===== src/arw_pkg.sv =====
package arw_pkg;

    // Replay window size in bits, a power of two from 32 to 1024
    localparam int WINDOW_BITS = 128;
    localparam int WIN_IDX_W   = $clog2(WINDOW_BITS);

    localparam logic [31:0] WIN_SIZE  = 32'(WINDOW_BITS);
    // Largest window lower edge that does not wrap past zero
    localparam logic [31:0] LOWER_MAX = 32'd0 - WIN_SIZE;

    // Operation codes
    localparam logic OP_CHECK  = 1'b0;
    localparam logic OP_UPDATE = 1'b1;

    // Configuration register indexes
    localparam int CFG_IDX_W = 1;
    localparam logic [CFG_IDX_W-1:0] CFG_REPLAY_ENABLE = 1'b0;
    localparam logic [CFG_IDX_W-1:0] CFG_ESN_ENABLE    = 1'b1;

    typedef struct packed {
        logic        operation;
        logic [31:0] seq_low;
    } t_in_item;

    typedef struct packed {
        logic        accept;
        logic        in_window;
        logic [31:0] seq_high;
    } t_out_item;

    typedef struct packed {
        logic capture;  // latch the incoming item
        logic execute;  // run the operation, commit state, load the result
    } t_dp_cmd;

endpackage


===== src/arw_ctrl.sv =====
module arw_ctrl import arw_pkg::*; (
    input  logic    i_clk,
    input  logic    i_rst_n,
    input  logic    i_in_valid,
    output logic    o_in_stall,
    input  logic    i_out_stall,
    output logic    o_out_valid,
    output t_dp_cmd o_cmd
);

    typedef enum logic {
        S_IDLE,
        S_EXEC
    } t_state;

    t_state r_state;
    t_state n_state;
    logic   r_out_valid;
    logic   n_out_valid;

    assign o_in_stall  = (r_state != S_IDLE);
    assign o_out_valid = r_out_valid;

    always_comb begin
        o_cmd.capture = (r_state == S_IDLE) && i_in_valid;
        // the result register must be empty or emptying this cycle
        o_cmd.execute = (r_state == S_EXEC) && (!r_out_valid || !i_out_stall);
    end

    always_comb begin
        n_state     = r_state;
        n_out_valid = r_out_valid;
        if (r_out_valid && !i_out_stall) begin
            n_out_valid = 1'b0;
        end
        case (r_state)
            S_IDLE: begin
                if (i_in_valid) begin
                    n_state = S_EXEC;
                end
            end
            S_EXEC: begin
                if (o_cmd.execute) begin
                    n_state     = S_IDLE;
                    n_out_valid = 1'b1;
                end
            end
            default: begin
                n_state = S_IDLE;
            end
        endcase
    end

    always_ff @(posedge i_clk) begin
        if (!i_rst_n) begin
            r_state     <= S_IDLE;
            r_out_valid <= 1'b0;
        end else begin
            r_state     <= n_state;
            r_out_valid <= n_out_valid;
        end
    end

`ifndef SYNTHESIS
    a_exec_loads_result: assert property (@(posedge i_clk) disable iff (!i_rst_n)
        o_cmd.execute |=> r_out_valid)
        else $error("result not presented after execute");

    a_no_overwrite: assert property (@(posedge i_clk) disable iff (!i_rst_n)
        o_cmd.execute |-> (!r_out_valid || !i_out_stall))
        else $error("execute would overwrite a pending result");

    a_wait_only_on_stall: assert property (@(posedge i_clk) disable iff (!i_rst_n)
        (r_state == S_EXEC && !o_cmd.execute) |-> (r_out_valid && i_out_stall))
        else $error("execute held back without a stalled result");

    a_one_at_a_time: assert property (@(posedge i_clk) disable iff (!i_rst_n)
        o_cmd.capture |=> !o_cmd.capture)
        else $error("second item captured before the first was executed");
`endif

endmodule


===== src/arw_dp.sv =====
module arw_dp import arw_pkg::*; (
    input  logic                 i_clk,
    input  logic                 i_rst_n,
    input  t_dp_cmd              i_cmd,
    input  t_in_item             i_in_item,
    input  logic                 i_cfg_we,
    input  logic [CFG_IDX_W-1:0] i_cfg_index,
    input  logic                 i_cfg_data,
    output t_out_item            o_out_item
);

    logic                   r_replay_enable;
    logic                   r_esn_enable;
    logic                   r_op;
    logic [31:0]            r_seq;
    logic [63:0]            r_edge_seq;
    logic [63:0]            n_edge_seq;
    logic [WINDOW_BITS-1:0] r_seen_map;
    logic [WINDOW_BITS-1:0] n_seen_map;
    logic [63:0]            r_tested_seq;
    logic [63:0]            n_tested_seq;
    logic                   r_tested_in_window;
    logic                   n_tested_in_window;
    t_out_item              r_out;
    t_out_item              n_out;

    logic [31:0]            edge_lo;
    logic [31:0]            edge_hi;
    logic [31:0]            commit_lo;
    logic [31:0]            diff;
    logic                   diff_small;
    logic [WINDOW_BITS-1:0] clr_mask;
    logic [WINDOW_BITS-1:0] set_mask;
    logic                   seen_bit;

    assign edge_lo    = r_edge_seq[31:0];
    assign edge_hi    = r_edge_seq[63:32];
    assign commit_lo  = r_tested_seq[31:0];
    assign diff       = commit_lo - edge_lo;
    assign diff_small = (diff < WIN_SIZE);
    assign seen_bit   = r_seen_map[r_seq[WIN_IDX_W-1:0]];
    assign o_out_item = r_out;

    // skipped positions edge+1 .. commit-1, taken modulo the window
    always_comb begin
        logic [WIN_IDX_W-1:0] off;
        off      = '0;
        set_mask = '0;
        set_mask[commit_lo[WIN_IDX_W-1:0]] = 1'b1;
        for (int i = 0; i < WINDOW_BITS; i++) begin
            off         = WIN_IDX_W'(i) - edge_lo[WIN_IDX_W-1:0];
            clr_mask[i] = (off != '0) && (off < diff[WIN_IDX_W-1:0]);
        end
    end

    always_comb begin
        logic [31:0] lower;
        logic [31:0] hi;
        logic        fresh;
        logic        acc;
        logic        in_win;

        lower  = edge_lo - WIN_SIZE + 32'd1;
        hi     = edge_hi;
        fresh  = 1'b0;
        acc    = 1'b1;
        in_win = 1'b0;

        n_edge_seq         = r_edge_seq;
        n_seen_map         = r_seen_map;
        n_tested_seq       = r_tested_seq;
        n_tested_in_window = r_tested_in_window;
        n_out              = r_out;

        if (r_esn_enable) begin
            if (lower <= LOWER_MAX) begin
                if (r_seq >= lower) begin
                    fresh = (r_seq > edge_lo);
                end else begin
                    hi    = edge_hi + 32'd1;
                    fresh = 1'b1;
                end
            end else begin
                if (r_seq >= lower) begin
                    hi = edge_hi - 32'd1;
                end else begin
                    fresh = (r_seq > edge_lo);
                end
            end
            if (!(fresh || !r_replay_enable)) begin
                in_win = 1'b1;
                acc    = !seen_bit;
            end
        end else begin
            if (!r_replay_enable) begin
                acc = 1'b1;
            end else if (r_seq == 32'd0) begin
                acc = 1'b0;
            end else if (r_seq > edge_lo) begin
                acc = 1'b1;
            end else if ((edge_lo - r_seq) >= WIN_SIZE) begin
                acc = 1'b0;
            end else begin
                in_win = 1'b1;
                acc    = !seen_bit;
            end
        end

        if (i_cmd.execute) begin
            if (r_op == OP_CHECK) begin
                n_tested_seq       = {hi, r_seq};
                n_tested_in_window = in_win;
                n_out.accept       = acc;
                n_out.in_window    = in_win;
                n_out.seq_high     = hi;
            end else begin
                if (!r_replay_enable) begin
                    n_edge_seq = r_tested_seq;
                end else begin
                    if (r_tested_in_window) begin
                        n_seen_map = r_seen_map | set_mask;
                    end else if (diff_small) begin
                        n_seen_map = (r_seen_map & ~clr_mask) | set_mask;
                        n_edge_seq = r_edge_seq + {32'd0, diff};
                    end else begin
                        n_seen_map = set_mask;
                        n_edge_seq = r_tested_seq;
                    end
                end
                n_out.accept    = 1'b1;
                n_out.in_window = r_tested_in_window;
                n_out.seq_high  = r_tested_seq[63:32];
            end
        end
    end

    always_ff @(posedge i_clk) begin
        if (!i_rst_n) begin
            r_replay_enable    <= 1'b0;
            r_esn_enable       <= 1'b0;
            r_edge_seq         <= '0;
            r_seen_map         <= '0;
            r_tested_seq       <= '0;
            r_tested_in_window <= 1'b0;
        end else begin
            if (i_cfg_we) begin
                case (i_cfg_index)
                    CFG_REPLAY_ENABLE: r_replay_enable <= i_cfg_data;
                    CFG_ESN_ENABLE:    r_esn_enable    <= i_cfg_data;
                    default: ;
                endcase
            end
            r_edge_seq         <= n_edge_seq;
            r_seen_map         <= n_seen_map;
            r_tested_seq       <= n_tested_seq;
            r_tested_in_window <= n_tested_in_window;
        end
    end

    always_ff @(posedge i_clk) begin
        if (i_cmd.capture) begin
            r_op  <= i_in_item.operation;
            r_seq <= i_in_item.seq_low;
        end
        r_out <= n_out;
    end

endmodule


===== src/anti_replay_window_unit.sv =====
// Receive-side anti-replay window with optional 64-bit extended sequence numbers.
//
// Input channel (i_in_valid / o_in_stall, payload i_in_item): each transfer
// carries an operation and the low 32 bits of a sequence number. A check
// infers the high half, tests the seen-bitmap and remembers the number; an
// update commits the number remembered by the last check, sliding the window.
// Output channel (o_out_valid / i_out_stall, payload o_out_item): exactly one
// result per input transfer, in order.
// Config channel (i_cfg_valid / o_cfg_ready): index 0 replay_enable, index 1
// esn_enable. Ready is always high; write only while the block is idle.
//
// Timing: an item is latched on its transfer edge and evaluated in the evaluate
// state, where its result is loaded into the output register once that is free;
// no new item is taken until then, set by the single shared check/commit stage.
// If the receiver stalls, the result holds; one more item can be taken and waits
// in the evaluate stage until the output register frees up.
// Reset (synchronous, active low) clears the window edge, the bitmap, the
// remembered number and both config bits, and drops o_out_valid.
module anti_replay_window_unit import arw_pkg::*; (
    input  logic                 i_clk,
    input  logic                 i_rst_n,
    // item input
    input  logic                 i_in_valid,
    output logic                 o_in_stall,
    input  t_in_item             i_in_item,
    // result output
    output logic                 o_out_valid,
    input  logic                 i_out_stall,
    output t_out_item            o_out_item,
    // configuration writes
    input  logic                 i_cfg_valid,
    output logic                 o_cfg_ready,
    input  logic [CFG_IDX_W-1:0] i_cfg_index,
    input  logic                 i_cfg_data
);

    t_dp_cmd cmd;

    assign o_cfg_ready = 1'b1;

    // sequencing: latch, evaluate, hand off to the output register
    arw_ctrl u_ctrl (
        .i_clk       (i_clk),
        .i_rst_n     (i_rst_n),
        .i_in_valid  (i_in_valid),
        .o_in_stall  (o_in_stall),
        .i_out_stall (i_out_stall),
        .o_out_valid (o_out_valid),
        .o_cmd       (cmd)
    );

    // window state, bitmap, config bits and the result register
    arw_dp u_dp (
        .i_clk       (i_clk),
        .i_rst_n     (i_rst_n),
        .i_cmd       (cmd),
        .i_in_item   (i_in_item),
        .i_cfg_we    (i_cfg_valid && o_cfg_ready),
        .i_cfg_index (i_cfg_index),
        .i_cfg_data  (i_cfg_data),
        .o_out_item  (o_out_item)
    );

endmodule

===== config.mk =====
export PLATFORM = sky130hd
export DESIGN_NAME = anti_replay_window_unit
export DESIGN_NICKNAME = d
export VERILOG_FILES = /design/src/arw_pkg.sv /design/src/arw_ctrl.sv /design/src/arw_dp.sv /design/src/anti_replay_window_unit.sv
export SDC_FILE = /design/constraint.sdc
export NUM_CORES = 2
export LEC_CHECK = 0
export BUFFER_PORTS_ARGS = -buffer_cell sky130_fd_sc_hd__buf_4
export CAP_MARGIN = 10
export CORE_MARGIN = 2
export CORE_UTILIZATION = 41
export CTS_CLUSTER_SIZE = 30
export DETAILED_ROUTE_END_ITERATION = 10
export PLACE_DENSITY = 0.65
export SYNTH_ARGS = -nofsm -noshare
export SYNTH_HDL_FRONTEND = slang
export SYNTH_SLANG_ARGS = --single-unit

===== constraint.sdc =====
create_clock -name i_clk -period 15.56 [get_ports i_clk]
set_input_delay 3.112 -clock i_clk [delete_from_list [all_inputs] [get_ports i_clk]]
set_output_delay 3.112 -clock i_clk [all_outputs]
set_load 0.01 [all_outputs]

# After elaboration in Yosys (flattened, before gate mapping)
# Cells that the tools add are included.
[word_totals]
word_cells = 600
input_bits = 40
out_inout_bits = 37
regBits = 328
[classes]
reduce_logical = 272
n_addsub = 135
bitwise = 7
n_eq_ne = 1
n_lt_le_gt_ge = 136
mux = 36
[op_table]
columns = ["operator", "n"]
rows = [
  ["$lt 7x7->1", 128],
  ["$reduce_bool 7->1", 128],
  ["$sub 7x7->7 const A", 64],
  ["$mux 128", 2],
  ["$or 128x128->128", 2],
  ["$sub 6x7->7 const A", 32],
  ["$mux 64", 3],
  ["$logic_and 1x1->1", 132],
  ["$and 128x128->128", 1],
  ["$mux 32", 4],
  ["$not 128->128", 1],
  ["$sub 5x7->7 const A", 16],
  ["$add 32x1->32 const B", 2],
  ["$add 64x32->64", 1],
  ["$sub 32x32->32", 2],
  ["$sub 4x7->7 const A", 8],
  ["$mux 33", 1],
  ["$ge 32x32->1", 1],
  ["$ge 32x8->1 const B", 1],
  ["$gt 32x32->1", 1],
  ["$le 32x32->1 const B", 1],
  ["$logic_not 32->1", 1],
  ["$lt 32x8->1 const B", 1],
  ["$sub 32x1->32 const B", 1],
  ["other kinds (16)", 53],
]

# Depth between registers and ports, before layout
[depth]
ltp_word = 10
ltp_mapped = 23
depth_no_buf = 22

# By module
# A second synthesis with hierarchy kept.
[unflattened]
hier_cells = 3794
hier_area_um2 = 30778.3
[by_module_without_submodules]
columns = ["mod", "area_each_um2", "seq_area_each_um2", "cells_per_inst", "n_inst"]
rows = [
  ["arw_dp", 30685.7, 7196.9, 3784, 1],
  ["arw_ctrl", 81.3, 40.0, 8, 1],
  ["anti_replay_window_unit", 11.3, 0.0, 2, 1],
]

# Least setup slack after synthesis
# No wires, ideal clock.
[synth_timing]
path_kind = "reg2reg"
start = "register u_dp.r_edge_seq[5]"
end = "register u_dp.r_edge_seq[38]"
setup_slack_ns = 8.059
stages_incl_launch_ff = 20
setup_ns = 0.119
t_required_ns = 15.441
t_arrival_ns = 7.383
synth_period_minus_slack_ns = 7.501
n_path_buf = 3
path_cell_list = "dfxtp_1 > inv_1 > clkbuf_1 > clkbuf_1 > ha_1 > and3_1 > a221oi_2 > xnor2_1 > inv_1 > ha_1 > o21ai_0 > or3_1 > o21ai_1 > o22ai_1 > o21ai_1 > a21o_1 > clkbuf_1 > nand4_1 > mux2_2 > o221a_2"
[synth_via]
elab_chain_len = 5
elab_cells_between_ends = 6
classes_between = "add/sub (2); order compare (1); mux (3)"
[synth_rtl]
columns = ["item", "line", "source"]
rows = [
  ["start: declaration", "arw_dp.sv:16", "logic [63:0] r_edge_seq;"],
  ["start signal: assignment", "arw_dp.sv:153", "r_edge_seq <= n_edge_seq;"],
  ["$sub 32x32->32", "arw_dp.sv:39", "assign diff = commit_lo - edge_lo;"],
  ["$add 64x32->64 or $lt 32x8->1 (tied branches)", "arw_dp.sv:124, arw_dp.sv:40", ""],
  ["$mux 64 *", "arw_dp.sv:122", "end else if (diff_small) begin"],
  ["$mux 64 *", "arw_dp.sv:120", "if (r_tested_in_window) begin"],
  ["$mux 64 *", "arw_dp.sv:117", "if (!r_replay_enable) begin"],
]
# Every way passes the cells marked *; elsewhere a longest branch is shown, timed or not. The select of a mux whose other input is x is not followed.
# A chain may end at the register's enable or synchronous reset.

# Final worst setup path
[layout_timing]
start = "register u_dp.r_edge_seq[6]"
end = "register u_dp.r_edge_seq[58]"
# The elaborated chain is that of the path after synthesis.

==> parameters.txt <==
Parameter                              Value

Global routing
  Wire length of the first global-routing pass ... 161100 um
  Number of global-route vias before repair ... 27.39k
  GRT Total Usage ... 25.91%
  Largest net degree at the start of global routing ... 104
  Total gr overflow ... 0
  Initial antenna violation count ... 1

Pwr
  Cell-internal power ... 2.208 mW
  Power, Total ... 3.705 mW
  Worst IR drop on VDD ... 0.08275 mV
  Proportion of total power due to net switching ... 40.41%
  Clock network fraction of total power ... 27.7%
  Part of the total power dissipated in combinational logic ... 46.9%
  Power per Cell Area ... 109.4 mW/mm^2
  Leakage dissipation ... 13.80 nW
  Net Switching ... 1.497 mW
  Relative contribution of sequential cells to total power ... 25.4%

Layout
  Number of cells in the finished layout apart from fillers ... 4711
  Final core utilization ... 44.84%
  Final-stage net count ... 4159
  Seq. cell area ... 0.007242 sq mm
  Area of the multi-input gates ... 0.02213 sq mm
  Synthesis-to-layout area growth ... 8.738%
  Commonest cells after routing, fill and taps aside ... sky130_fd_sc_hd__ha_1 (413), sky130_fd_sc_hd__nand2_1 (381), sky130_fd_sc_hd__o21ai_0 (288)
  Leading cell type in the layout, fill and taps excluded ... sky130_fd_sc_hd__ha_1
  Fillers ... 7476
  # diodes ... 0
  Layout cells sized above 1 ... 8.813%

Worst setup path
  CP required ... 16.08 ns
  Depth of the worst register-to-register path ... 21
  Worst R2R Setup Slack ... 8.73 ns
  Kind of cell adding the most delay to the critical path ... compound AO/OA/AOI/OAI gates
  Worst Setup End Kind ... flop
  Cell with the largest stage delay on the worst path ... sky130_fd_sc_hd__clkinv_1
  R2r startpoint ... u_dp.r_edge_seq[6]
  Type of the worst setup path ... flop to flop
  Critical Path Start Type ... flop
  Worst path bufs/invs ... 2
  Longest individual stage delay on the worst path ... 0.86 ns
  End of the worst register-to-register path ... u_dp.r_edge_seq[58]
  Data arrival time of the critical path ... 7.35 ns
  Critical Path, Cell by Cell ... clkinv_1, ha_1, nand2_1, a2111oi_1, or2_2, nor2_1, o21ai_0, xor2_1, ha_1, and4_1, nand2_1, or3_1, o21ai_1, o22ai_1, o21ai_1, a21o_1, buf_4, nand3_1, or4_1, a21o_1, a31oi_1
  Maximum fanout encountered on the critical timing path ... 20

CTS
  Post-CTS setup buffer count ... 0
  Bufs on Longest Clock Path ... 3
  Cts repair resizes ... 0
  CTS Buf Count ... 40
  Cts-stage hold buffer count ... 0
  Insertion delay of the later-clocked pin in the worst-skew pair ... 0.60 ns
  Number of clock sinks ... 328
  Clock Pin Slew Worst Setup and Hold Paths ... 0.06 ns
  H-tree depth reported by CTS ... 2
  TritonCTS clock tree ... yes
  Cell at the root of the clock tree ... sky130_fd_sc_hd__clkbuf_16

Synthesis
  Count of different cell masters after synthesis ... 96
  Number of enable flip-flop cells after synthesis ... 67
  Count of yosys warnings during synthesis ... 0
  Most instantiated flip-flop cell in the synthesis netlist ... sky130_fd_sc_hd__dfxtp_1
  Asr flop ratio synth ... 0%
  Sequential share of the synthesized area ... 23.23%
  Post-synthesis instance total ... 3765
  Net count of the mapped netlist ... 4222
  Summed instance area of the synthesized netlist ... 0.03116 sq mm
  Post-synthesis sequential element count ... 328
  Syn Area/Cell ... 8.276 sq um

Drt
  Starting DRT DRC Count ... 2759
  Detail Route Antenna Nets ... 0
  Vias per inst ... 6.254
  Final routed DRC violation total ... 0
  Drt wl/cell ... 22.09 um
  Drt pass-1 iters ... 6
  Via count ... 29.46k
  Total wire length ... 104100 um

Timing
  RSZ-0062 raised after global routing ... false
  FMAX ... 146.5 MHz
  Setup TNS ... 0 ns
  Final worst-path cycle share ... 43.87%
  Clock period minus final worst setup slack ... 6.827 ns
  Worst Slack Setup Final ... 8.733 ns
  Count of final max-slew check failures ... 0
  Slew of the pin with the lowest slew margin ... 1.315 ns
  Final Skew ... 0.03032 ns
  Normalized max-slew margin ... 11.66%
  Hold violation count in the final report ... 0
  Total of endpoints with negative setup slack in the final report ... 0

Floorplanning
  Starting Density ... 41.23%
  Rows ... 101
  Die width ... 279.7 um
  Total core area ... 0.07557 sq mm
  I/O pins ... 77
  Overall die height ... 279.7 um
  Die Area ... 0.07822 sq mm

Job
  Max-cap violation count ... 0

Run status
  Outcome ... finished, final reports clean

Worst hold path
  Number of stages on the worst hold path ... 2
  Hold Crit Endpoint ... u_dp.r_tested_seq[63]
  Source of the worst hold timing path ... u_dp.r_tested_seq[63]
  Worst hold path class ... flop to flop

Placement
  Final weighted congestion in routability-driven placement ... 0.9476
  Placed cell count ... 4638
  Count of port buffers added during placement ... 75
  Detailed-placement wirelength estimate ... 74260 um
  Post-place setup slack ... 8.844 ns
-- cells by family after synthesis --
family          count (synthesis)  synth area share (%)
compound gates               1204                 27.34
simple gates                 1013                 15.42
buf+inv                       480                 5.971
fa+ha+maj                     417                 16.82
flops                         328                 23.23
xor+xnor                      237                 6.662
mux                            85                 4.553
other cells                     1               0.01203
-- power by group through the flow --
stage	combinational, mW	sequential [mW]	clock (mW)
2_1_floorplan	1.27	0.939	0
3_3_place_gp	1.67	0.958	0
3_5_place_dp	1.70	0.958	0
4_1_cts	1.71	0.940	1.05
5_1_grt	1.94	0.944	1.08
6_report	1.74	0.941	1.03
-- synthesized netlist by cell type, types with 8 or more instances --
| master | n | share of area [%] |
|---|---|---|
| sky130_fd_sc_hd__a31oi_1 | 71 | 1.4 |
| sky130_fd_sc_hd__mux2_2 | 24 | 0.87 |
| sky130_fd_sc_hd__mux2i_1 | 18 | 0.58 |
| sky130_fd_sc_hd__nor4_1 | 41 | 0.82 |
| sky130_fd_sc_hd__xnor2_1 | 190 | 5.3 |
| sky130_fd_sc_hd__o21bai_1 | 18 | 0.43 |
| sky130_fd_sc_hd__mux4_2 | 43 | 3.1 |
| sky130_fd_sc_hd__o21ba_2 | 20 | 0.64 |
| sky130_fd_sc_hd__nor2b_1 | 21 | 0.42 |
| sky130_fd_sc_hd__a32o_1 | 128 | 4.1 |
| sky130_fd_sc_hd__clkbuf_1 | 182 | 2.2 |
| sky130_fd_sc_hd__a21oi_1 | 180 | 2.9 |
| sky130_fd_sc_hd__nor2_1 | 209 | 2.5 |
| sky130_fd_sc_hd__o22ai_1 | 14 | 0.28 |
| sky130_fd_sc_hd__nand3_1 | 92 | 1.5 |
| sky130_fd_sc_hd__or4_1 | 9 | 0.22 |
| sky130_fd_sc_hd__o211ai_1 | 14 | 0.34 |
| sky130_fd_sc_hd__and3_1 | 38 | 0.76 |
| sky130_fd_sc_hd__a221oi_1 | 135 | 3.8 |
| sky130_fd_sc_hd__dfxtp_1 | 261 | 17 |
| sky130_fd_sc_hd__and2_1 | 17 | 0.34 |
| sky130_fd_sc_hd__o2111ai_1 | 8 | 0.22 |
| sky130_fd_sc_hd__a211oi_1 | 24 | 0.58 |
| sky130_fd_sc_hd__o31a_1 | 10 | 0.28 |
| sky130_fd_sc_hd__nand4_1 | 47 | 0.94 |
| sky130_fd_sc_hd__buf_1 | 17 | 0.20 |
| sky130_fd_sc_hd__nand2_1 | 383 | 4.6 |
| sky130_fd_sc_hd__o21ai_0 | 288 | 4.6 |
| sky130_fd_sc_hd__o21ai_1 | 8 | 0.13 |
| sky130_fd_sc_hd__xor2_1 | 47 | 1.3 |
| sky130_fd_sc_hd__a22oi_1 | 9 | 0.22 |
| sky130_fd_sc_hd__a21o_1 | 169 | 4.1 |
| sky130_fd_sc_hd__nor3_1 | 61 | 0.98 |
| sky130_fd_sc_hd__a211o_1 | 8 | 0.22 |
| sky130_fd_sc_hd__nand2b_1 | 23 | 0.46 |
| sky130_fd_sc_hd__buf_2 | 17 | 0.27 |
| sky130_fd_sc_hd__inv_1 | 253 | 3.0 |
| sky130_fd_sc_hd__o21a_1 | 13 | 0.31 |
| sky130_fd_sc_hd__or3_1 | 23 | 0.46 |
| sky130_fd_sc_hd__ha_1 | 414 | 17 |
| sky130_fd_sc_hd__edfxtp_1 | 67 | 6.5 |
-- how the worst max path moves through the flow --
stage	from	end	slack, ns	depth (start not counted)
finish	u_dp.r_edge_seq[6]	u_dp.r_edge_seq[58]	8.73	21
global route	u_dp.r_edge_seq[6]	u_dp.r_edge_seq[58]	8.21	21
CTS	u_dp.r_edge_seq[6]	u_dp.r_edge_seq[58]	8.83	21
detailed placement	u_dp.r_edge_seq[6]	u_dp.r_edge_seq[58]	8.84	21
global placement	u_dp.r_edge_seq[6]	u_dp.r_edge_seq[58]	8.96	21
floorplan	u_dp.r_edge_seq[5]	u_dp.r_edge_seq[38]	8.06	19
-- flip-flops by register name, indices dropped and copies added, names as in the netlist --
| register | count |
|---|---|
| u_dp.r_tested_seq | 64 |
| u_dp.r_edge_seq | 64 |
| u_ctrl.o_in_stall | 1 |
| u_dp.r_replay_enable | 1 |
| u_dp.r_seq | 32 |
| u_dp.r_tested_in_window | 1 |
| u_dp.r_op | 1 |
| u_ctrl.o_out_valid | 1 |
| u_dp.r_seen_map | 128 |
| u_dp.o_out_item | 34 |
| u_dp.r_esn_enable | 1 |
-- through the flow --
stage	cell area (sq um)	hold slack, ns
2_1_floorplan	31160	0.4286
3_3_place_gp	32450	0.4680
3_5_place_dp	32450	0.4712
4_1_cts	33880	0.4799
5_1_grt	33880	0.5013
6_report	33880	0.4774
-- per-layer routing --
layer | vias up | global-route usage, % | part of all wire, %
met5 | - | 0 | 0
met4 | 0 | 9.667 | 3.8
met3 | 204 | 3.536 | 6.9
met2 | 1127 | 42.32 | 46
met1 | 14170 | 34.73 | 44
li1 | 13970 | - | -
-- tightest hold or removal path, cell delays in order, from the launching register on --
cell and delay, ns:
sky130_fd_sc_hd__dfxtp_1 0.32, sky130_fd_sc_hd__nand2_1 0.06, sky130_fd_sc_hd__a21oi_1 0.05
-- final cells by class --
| class | instances | share of cell area, % |
|---|---|---|
| multi-input combinational | 2957 | 65.31 |
| sequential | 328 | 21.37 |
| tap | 978 | 3.612 |
| clock buffer | 54 | 3.353 |
| inverter | 257 | 2.855 |
| timing repair buffer | 118 | 2.626 |
| clock inverter | 19 | 0.8678 |
(Power assumes the default switching activity.)
